[src/hdl/type_length_message_deframer_macros.svh]
// Assertion macros shared by the deframer modules.
`ifndef TYPE_LENGTH_MESSAGE_DEFRAMER_MACROS_SVH
`define TYPE_LENGTH_MESSAGE_DEFRAMER_MACROS_SVH

`ifndef NO_ASSERTIONS

// antecedent holds -> consequent holds in the same cycle
`define TLMD_ASSERT_IMPL(label, clk, rst_n, ante, cons) \
	label: assert property (@(posedge clk) disable iff (!rst_n) (ante) |-> (cons)) \
		else $error("tlmd check failed");

// antecedent holds -> consequent holds in the next cycle
`define TLMD_ASSERT_NEXT(label, clk, rst_n, ante, cons) \
	label: assert property (@(posedge clk) disable iff (!rst_n) (ante) |=> (cons)) \
		else $error("tlmd check failed");

`else

`define TLMD_ASSERT_IMPL(label, clk, rst_n, ante, cons)
`define TLMD_ASSERT_NEXT(label, clk, rst_n, ante, cons)

`endif

`endif

[src/hdl/tlmd_pkg.sv]
package tlmd_pkg;

	localparam logic [31:0] MAX_LEN_RESET = 32'd10485760;

	typedef enum logic [2:0] {
		EV_PAYLOAD      = 3'd0,
		EV_FRAME_OK     = 3'd1,
		EV_UNKNOWN_TYPE = 3'd2,
		EV_TOO_LONG     = 3'd3,
		EV_DISC_MID     = 3'd4,
		EV_DISC_IDLE    = 3'd5
	} event_t;

	typedef enum logic [2:0] {
		TC_LO      = 3'd0,
		TC_SS      = 3'd1,
		TC_SU      = 3'd2,
		TC_PC      = 3'd3,
		TC_PD      = 3'd4,
		TC_PB      = 3'd5,
		TC_UNKNOWN = 3'd6
	} type_code_t;

	// ASCII type words, first byte in the upper half
	localparam logic [15:0] TYPE_LO = 16'h4C4F;
	localparam logic [15:0] TYPE_SS = 16'h5353;
	localparam logic [15:0] TYPE_SU = 16'h5355;
	localparam logic [15:0] TYPE_PC = 16'h5043;
	localparam logic [15:0] TYPE_PD = 16'h5044;
	localparam logic [15:0] TYPE_PB = 16'h5042;

	typedef struct packed {
		event_t      ev;
		logic [7:0]  data;
		type_code_t  code;
		logic [15:0] raw_type;
		logic [31:0] frame_length;
		logic        last;
	} result_t;

	// up to two results per request, written to the queue together
	typedef struct packed {
		logic [1:0] cnt;
		result_t    r0;
		result_t    r1;
	} push_t;

	localparam int QDEPTH = 3;
	typedef logic [1:0] qptr_t;

	function automatic qptr_t qptr_inc(input qptr_t p);
		qptr_t r;
		if (p == qptr_t'(QDEPTH - 1)) begin
			r = '0;
		end else begin
			r = p + qptr_t'(1);
		end
		return r;
	endfunction

	function automatic type_code_t classify(input logic [15:0] t);
		type_code_t c;
		unique case (t)
			TYPE_LO: c = TC_LO;
			TYPE_SS: c = TC_SS;
			TYPE_SU: c = TC_SU;
			TYPE_PC: c = TC_PC;
			TYPE_PD: c = TC_PD;
			TYPE_PB: c = TC_PB;
			default: c = TC_UNKNOWN;
		endcase
		return c;
	endfunction

endpackage

[src/hdl/type_length_message_deframer.sv]
// Type/length/value deframer: takes one received byte per request (or a
// disconnect marker), collects the 2-byte type and 4-byte big-endian length,
// passes payload bytes through, then emits a status (frame ok with type code,
// or unknown type). A length above max_payload_length (reset 10485760) gives
// too-long and all bytes are dropped until a disconnect. A byte is taken every
// clock while in_stall is low; its results are registered in the result queue
// when it is accepted. The last payload byte of a frame gives two results, so
// the output side takes two results there. A three-entry result queue sets the
// input stall: in_stall is high while two or more results wait (not on out_stall).
module type_length_message_deframer (
	input  logic        clk,
	input  logic        arst_n,
	input  logic        in_valid,
	output logic        in_stall,
	input  logic [7:0]  rx_byte,
	input  logic        disconnect,
	output logic        out_valid,
	input  logic        out_stall,
	output logic [2:0]  event_res,
	output logic [7:0]  data_byte,
	output logic [2:0]  type_code,
	output logic [15:0] raw_type,
	output logic [31:0] frame_length,
	output logic        last,
	input  logic        cfg_wr_en,
	input  logic [31:0] cfg_wr_data
);

	tlmd_pkg::push_t   push;
	tlmd_pkg::result_t head;
	logic              fire;
	logic              pop;
	logic [1:0]        level;

	assign in_stall = (level > 2'd1);
	assign fire     = in_valid && !in_stall;
	assign pop      = out_valid && !out_stall;

	tlmd_parser u_parser (
		.clk         (clk),
		.arst_n      (arst_n),
		.fire        (fire),
		.rx_byte     (rx_byte),
		.disconnect  (disconnect),
		.cfg_wr_en   (cfg_wr_en),
		.cfg_wr_data (cfg_wr_data),
		.push        (push)
	);

	tlmd_queue u_queue (
		.clk       (clk),
		.arst_n    (arst_n),
		.push      (push),
		.pop       (pop),
		.not_empty (out_valid),
		.head      (head),
		.level     (level)
	);

	assign event_res    = head.ev;
	assign data_byte    = head.data;
	assign type_code    = head.code;
	assign raw_type     = head.raw_type;
	assign frame_length = head.frame_length;
	assign last         = head.last;

endmodule

[src/hdl/tlmd_queue.sv]
`include "type_length_message_deframer_macros.svh"

module tlmd_queue (
	input  logic              clk,
	input  logic              arst_n,
	input  tlmd_pkg::push_t   push,
	input  logic              pop,
	output logic              not_empty,
	output tlmd_pkg::result_t head,
	output logic [1:0]        level
);

	tlmd_pkg::result_t mem_q [tlmd_pkg::QDEPTH];
	tlmd_pkg::qptr_t   rd_ptr_q;
	tlmd_pkg::qptr_t   wr_ptr_q;
	tlmd_pkg::qptr_t   wr_ptr_1;
	logic [1:0]        count_q;

	assign wr_ptr_1  = tlmd_pkg::qptr_inc(wr_ptr_q);
	assign not_empty = (count_q != 2'd0);
	assign head      = mem_q[rd_ptr_q];
	assign level     = count_q;

	always_ff @(posedge clk) begin
		if (push.cnt != 2'd0) begin
			mem_q[wr_ptr_q] <= push.r0;
		end
		if (push.cnt == 2'd2) begin
			mem_q[wr_ptr_1] <= push.r1;
		end
	end

	always_ff @(posedge clk or negedge arst_n) begin
		if (!arst_n) begin
			rd_ptr_q <= '0;
			wr_ptr_q <= '0;
			count_q  <= '0;
		end else begin
			if (pop) begin
				rd_ptr_q <= tlmd_pkg::qptr_inc(rd_ptr_q);
			end
			if (push.cnt == 2'd1) begin
				wr_ptr_q <= wr_ptr_1;
			end else if (push.cnt == 2'd2) begin
				wr_ptr_q <= tlmd_pkg::qptr_inc(wr_ptr_1);
			end
			count_q <= 2'(count_q + push.cnt - {1'b0, pop});
		end
	end

	// a push needs room for two results
	`TLMD_ASSERT_IMPL(a_push_room, clk, arst_n, push.cnt != 2'd0, count_q <= 2'd1)
	`TLMD_ASSERT_IMPL(a_no_pop_empty, clk, arst_n, pop, count_q != 2'd0)

endmodule

[src/hdl/tlmd_parser.sv]
`include "type_length_message_deframer_macros.svh"

module tlmd_parser (
	input  logic            clk,
	input  logic            arst_n,
	input  logic            fire,
	input  logic [7:0]      rx_byte,
	input  logic            disconnect,
	input  logic            cfg_wr_en,
	input  logic [31:0]     cfg_wr_data,
	output tlmd_pkg::push_t push
);

	typedef enum logic [1:0] {
		PH_HEADER  = 2'd0,
		PH_PAYLOAD = 2'd1,
		PH_DISCARD = 2'd2
	} phase_t;

	phase_t      phase_q,  phase_d;
	logic [2:0]  hidx_q,   hidx_d;
	logic [15:0] type_q,   type_d;
	logic [31:0] len_q,    len_d;
	logic [31:0] rem_q,    rem_d;
	logic [31:0] max_len_q;

	tlmd_pkg::result_t status;
	tlmd_pkg::type_code_t code;

	assign code = tlmd_pkg::classify(type_q);

	always_comb begin
		status              = '0;
		status.ev           = (code == tlmd_pkg::TC_UNKNOWN) ?
		                      tlmd_pkg::EV_UNKNOWN_TYPE : tlmd_pkg::EV_FRAME_OK;
		status.code         = code;
		status.raw_type     = type_q;
		status.frame_length = len_q;
		status.last         = 1'b1;
	end

	always_comb begin
		phase_d = phase_q;
		hidx_d  = hidx_q;
		type_d  = type_q;
		len_d   = len_q;
		rem_d   = rem_q;
		push    = '0;
		if (fire) begin
			if (disconnect) begin
				push.cnt     = 2'd1;
				push.r0.ev   = (phase_q == PH_HEADER && hidx_q == 3'd0) ?
				               tlmd_pkg::EV_DISC_IDLE : tlmd_pkg::EV_DISC_MID;
				push.r0.last = 1'b1;
				phase_d      = PH_HEADER;
				hidx_d       = '0;
				type_d       = '0;
				len_d        = '0;
				rem_d        = '0;
			end else begin
				unique case (phase_q)
					PH_HEADER: begin
						if (hidx_q < 3'd2) begin
							type_d = {type_q[7:0], rx_byte};
						end else begin
							len_d = {len_q[23:0], rx_byte};
						end
						if (hidx_q == 3'd5) begin
							hidx_d = '0;
							if (len_d > max_len_q) begin
								phase_d                = PH_DISCARD;
								push.cnt               = 2'd1;
								push.r0.ev             = tlmd_pkg::EV_TOO_LONG;
								push.r0.raw_type       = type_q;
								push.r0.frame_length   = len_d;
								push.r0.last           = 1'b1;
							end else if (len_d == 32'd0) begin
								// empty frame: status straight after the header
								push.cnt             = 2'd1;
								push.r0              = status;
								push.r0.frame_length = len_d;
								type_d               = '0;
							end else begin
								phase_d = PH_PAYLOAD;
								rem_d   = len_d;
							end
						end else begin
							hidx_d = hidx_q + 3'd1;
						end
					end
					PH_PAYLOAD: begin
						rem_d                = rem_q - 32'd1;
						push.r0.ev           = tlmd_pkg::EV_PAYLOAD;
						push.r0.data         = rx_byte;
						push.r0.raw_type     = type_q;
						push.r0.frame_length = len_q;
						if (rem_q != 32'd1) begin
							push.cnt     = 2'd1;
							push.r0.last = 1'b1;
						end else begin
							push.cnt     = 2'd2;
							push.r0.last = 1'b0;
							push.r1      = status;
							phase_d      = PH_HEADER;
							type_d       = '0;
							len_d        = '0;
						end
					end
					PH_DISCARD: begin
					end
					default: begin
					end
				endcase
			end
		end
	end

	always_ff @(posedge clk or negedge arst_n) begin
		if (!arst_n) begin
			phase_q   <= PH_HEADER;
			hidx_q    <= '0;
			type_q    <= '0;
			len_q     <= '0;
			rem_q     <= '0;
			max_len_q <= tlmd_pkg::MAX_LEN_RESET;
		end else begin
			phase_q <= phase_d;
			hidx_q  <= hidx_d;
			type_q  <= type_d;
			len_q   <= len_d;
			rem_q   <= rem_d;
			if (cfg_wr_en) begin
				max_len_q <= cfg_wr_data;
			end
		end
	end

	`TLMD_ASSERT_IMPL(a_rem_live, clk, arst_n, phase_q == PH_PAYLOAD, rem_q != 32'd0)
	`TLMD_ASSERT_IMPL(a_hidx_hdr, clk, arst_n, phase_q != PH_HEADER, hidx_q == 3'd0)
	`TLMD_ASSERT_NEXT(a_disc_clear, clk, arst_n, fire && disconnect,
		phase_q == PH_HEADER && hidx_q == 3'd0)

endmodule
[config.mk]
export PLATFORM = sky130hd
export DESIGN_NAME = type_length_message_deframer
export DESIGN_NICKNAME = d
export VERILOG_FILES = /design/src/hdl/tlmd_pkg.sv /design/src/hdl/type_length_message_deframer.sv /design/src/hdl/tlmd_queue.sv /design/src/hdl/tlmd_parser.sv
export VERILOG_INCLUDE_DIRS = /design/src /design/src/hdl
export SDC_FILE = /design/constraint.sdc
export NUM_CORES = 1
export LEC_CHECK = 0
export BUFFER_PORTS_ARGS = -buffer_cell sky130_fd_sc_hd__clkbuf_2
export CORE_UTILIZATION = 25
export DETAILED_ROUTE_END_ITERATION = 10
export SYNTH_ARGS = -nofsm -noshare
export SYNTH_HDL_FRONTEND = slang
export SYNTH_HIERARCHICAL = 1
export SYNTH_SLANG_ARGS = --single-unit
[constraint.sdc]
create_clock -name clk -period 12.4 [get_ports clk]
set_clock_uncertainty 0.15 [all_clocks]
set_input_delay 1.86 -clock clk [delete_from_list [all_inputs] [get_ports clk]]
set_output_delay 1.86 -clock clk [all_outputs]
set_load 0.05 [all_outputs]
# Word-level counts from Yosys, hierarchy flattened
# Memories as Yosys holds them, arrays and structs flattened.
# Cells that the tools add are included.
# classes
add_sub_neg,7
magnitude_cmp,3
n_eq_ne,20
mux,57
reduce_logical,17
# op_table
cell,n
$mux W32,10
$mux W63,3
$mux W128,1
$pmux W32 S2,2
$pmux W49 S2,1
$eq A16 B15 Y1 const B,6
$mux W16,6
$mux W65,1
$mux W64,1
$mux W59,1
$mux W49,1
$gt A32 B32 Y1,1
$logic_not A32 Y1,1
$ne A32 B1 Y1 const B,1
$pmux W16 S2,1
$sub A32 B1 Y32 const B,1
$pmux W13 S2,1
$mux W2,12
$pmux W3 S6,1
$mux W3,4
$ne A3 B3 Y1 const B,4
$mux W11,1
$reduce_and A5 Y1,2
$eq A2 B2 Y1 const B,4
other kinds (21),37
# word_totals
ff_bits,123
mem_bits_rw,189
input_bits,46
memories,1
# mem_list
name,depth,width,rd,rd_ports_with_merged_regs,write_ports,line,text
u_queue.mem_q,3,63,1,0,2,tlmd_queue.sv:13,tlmd_pkg::result_t mem_q [tlmd_pkg::QDEPTH];

# Logic depth before layout (Yosys ltp)
# depth
depth_word,15
ltp_mapped,19
depth_no_buf,14

# Modules after synthesis
# Netlist, hierarchy kept.
# by_module_without_submodules
mod,instances,cells_per_inst,area_each_um2,seq_area_each_um2
tlmd_queue,1,652,10289.9,5825.6
tlmd_parser,1,955,7938.9,2930.3
type_length_message_deframer,1,3,23.8,0.0

# Least setup slack after synthesis
# Ideal clock, no wire load.
# synth_path
kind,input to register
from,input rx_byte[6]
to,memory u_queue/mem_q[0][0] in the netlist's numbering (enable)
setup_ns,0.577
arrival_time_ns,8.843
required_ns,11.673
slack_ns,2.830
stages,12
n_path_buf,1
cell_sequence,mux2i_1 inv_1 ha_1 nand4_1 a2111o_1 a31oi_1 nor3_1 o32ai_1 buf_4 inv_1 ha_1 o31ai_1
# synth_lines
element,line,text
start: declaration,type_length_message_deframer.sv:15,"input logic [7:0] rx_byte,"
end: declaration,tlmd_queue.sv:13,

==> reports/summary.txt <==
Worst EP arrival -> 7250 ps
CTS tree -> built
overall power -> 0.004308 W
initial antenna violation count -> 1
worst-path fanout max -> 43
Sw Ratio -> 0.4254
YS warnings -> 6
ys flop type -> edfxtp_1
ranking of synthesized cells by instance count -> nand2_1 (214), edfxtp_1 (189), o21ai_0 (145)
worst slack at placement -> 5031 ps
Logic pwr share -> 0.387
R2R cell count -> 16
I/O Pins -> 111
number of max-cap violations -> 0
Horiz. Die Dim -> 272.2 um
power per cell area -> 206.4 nW/um2
total setup buffers inserted after CTS -> 0
CTS Buffer Depth -> 3
top-area cell type share of the netlist area -> 0.3109
WS Path Type -> reg -> reg
Core Footprint -> 71850 um2
sequential area share after synthesis -> 0.4797
Worst VDD drop -> 0.00009583 V
antenna-violating nets left -> 0
Psw -> 0.001832 W
Syn Inst Count -> 1610
final WL -> 49830 um
GRT Total Usage -> 0.1320
clock power share -> 0.287
GR Overflow Total -> 0
crit share post-route -> 0.5776
CP startpoint kind -> register
status -> completed
critical path capture point type -> register
largest net degree at the start of global routing -> 100
Leak Pwr -> 8.685 nW
Worst Hold Depth -> 2
Reg power frac -> 0.326
start of the worst register-to-register path -> u_parser/hidx_q[1]
first-pass GRT wire length -> 76740 um
max-slew violation count -> 0
Fin Setup TNS -> 0 ps
clk_lat worst skew -> 550 ps
setup ws final -> 5238 ps
per-cell routed wire length -> 18.75 um
port bufs -> 110
Critical Path RT -> 12480 ps
min Tclk post-route -> 7162 ps
clock net sink count -> 312
Die H -> 272.2 um
HP Class -> reg -> reg
final setup vio count -> 0
root buffer cell -> clkbuf_16
RSZ-0062 raised after global routing -> false
Synth Area per Inst -> 11.34 um2
H-Tree Depth -> 2
1st-pass router iterations -> 5
Initial Util -> 0.2540
number of synthesized flops with an enable pin -> 189
post-CTS sizing -> 0
HPWL after detailed placement -> 33660 um
Int Pwr -> 0.002475 W
number of global-route vias before repair -> 12690
Seq cells post-synth -> 312
Syn-to-layout area delta -> 14.33%
fmax -> 0.1396 GHz
synth top area cells -> edfxtp_1 (31%), dfrtp_1 (17%), mux2_4 (9.8%)
clk slew on worst S/H paths -> 60 ps
Final Util -> 0.2904
placer congestion estimate -> 0.8325
Reg2Reg Setup Slack -> 5240 ps
Least-Margin Pin Slew -> 1233 ps
fraction of registers with async set/reset -> 0.3942
die area -> 74100 um2
DR vias -> 12480
slew margin rel. -> 0.1723
share of layout cells above drive strength 1 -> 0.2542
leading area contributor after synthesis -> edfxtp_1
count leader, synth -> nand2_1
diode count -> 0
Nets -> 1763
mapped cell area -> 18250 um2
1st-iter DRT viols -> 945
Hold Path Origin -> u_parser/rem_q[20]
worst hold path endpoint -> u_parser/rem_q[20]
DRC -> 0
cts hold-fix bufs -> 0
Final Hold Viols -> 0
via/cell ratio -> 4.698
# rows -> 98
R2R Path End -> u_queue/mem_q[0][28]
Num CTS Buffers -> 38
Cell variety after synth -> 75
==> power groups by stage <==
stage	combinational [W]	clock [W]	sequential [W]
global route	0.00180	0.00130	0.00142
CTS	0.00168	0.00127	0.00140
finish	0.00167	0.00124	0.00140
detailed placement	0.00168	0	0.00142
floorplan	0.00129	0	0.00133
global placement	0.00167	0	0.00141
==> per-stage QoR <==
step                cells  cell area (um2)  hold WS (ps)
global placement     2587            19480         336.8
finish               2657            20870         359.9
floorplan            1618            18280         316.4
global route         2657            20870         393.3
detailed placement   2587            19480         349.6
CTS                  2657            20870         362.1
==> area by class of cell <==
type	instances	area, um2
Sequential cell	312	8763
Fill cell	7417	50990
Clock inverter	26	369.1
Tap cell	950	1189
Inverter	62	232.7
Clock buffer	44	1015
Multi-Input combinational cell	1132	8588
Timing Repair Buffer	131	710.7
==> worst max path at each step <==
stage | start | to | slack [ps] | depth (start not counted)
finish | u_parser/hidx_q[1] | u_queue/mem_q[0][28] | 5240 | 16
global route | u_parser/hidx_q[2] | u_queue/mem_q[0][20] | 4830 | 16
CTS | u_parser/hidx_q[1] | u_queue/mem_q[0][20] | 5260 | 16
detailed placement | rx_byte[6] | u_queue/mem_q[0][28] | 5030 | 15
global placement | rx_byte[6] | u_queue/mem_q[0][28] | 5270 | 15
floorplan | rx_byte[6] | u_queue/mem_q[0][0] | 2830 | 12
==> cell families (layout without fill, tap and decap cells) <==
group | after synthesis | in the layout | share of synthesized area
simple gates | 468 | 468 | 0.1258
xor+xnor | 6 | 6 | 0.002879
buf+inv | 174 | 263 | 0.05504
mux | 277 | 277 | 0.1895
compound gates | 332 | 332 | 0.1194
fa+ha+maj | 40 | 40 | 0.02742
other cells | 1 | 9 | 0.0002055
flops | 312 | 312 | 0.4797
==> per-layer routing <==
layer | track usage | up-vias | wire length (um)
li1 | - | 5985 | -
met1 | 0.1790 | 6139 | 23420
met2 | 0.2184 | 295 | 23480
met3 | 0.02098 | 61 | 2042
met4 | 0.03223 | 2 | 873
met5 | 0 | - | 13
==> state kept, by name (all words and copies together) (netlist names) <==
name	count
u_parser/phase_q	2
u_parser/len_q	32
u_queue/mem_q	189
u_queue/rd_ptr_q	2
u_queue/wr_ptr_q	2
u_parser/rem_q	32
u_parser/type_q	16
u_parser/hidx_q	3
u_parser/max_len_q	32
u_queue/level	2
==> critical path: stages (launching register included) <==
cell and delay (ps):
dfrtp_1 430, or2_2 690, mux2i_1 450, inv_1 80
ha_1 330, nand4_1 160, nor4_1 720, nand2b_1 120
a31oi_1 440, nor3_1 190, o32ai_1 820, inv_1 210
ha_1 300, nand2_2 490, buf_4 670, o31ai_4 160
buf_4 340
==> cell usage in the layout (no fill, tap or decap), types with 59 or more instances in the layout <==
| cell | netlist | layout |
|---|---|---|
| and2_1 | 75 | 75 |
| clkbuf_2 | 0 | 109 |
| dfrtp_1 | 121 | 119 |
| edfxtp_1 | 189 | 189 |
| inv_1 | 61 | 61 |
| mux2_2 | 73 | 73 |
| mux2_4 | 119 | 119 |
| mux2i_1 | 85 | 85 |
| nand2_1 | 214 | 214 |
| nor2_1 | 60 | 59 |
| o21ai_0 | 145 | 144 |
No activity file was read; power rests on OpenSTA's default activity.
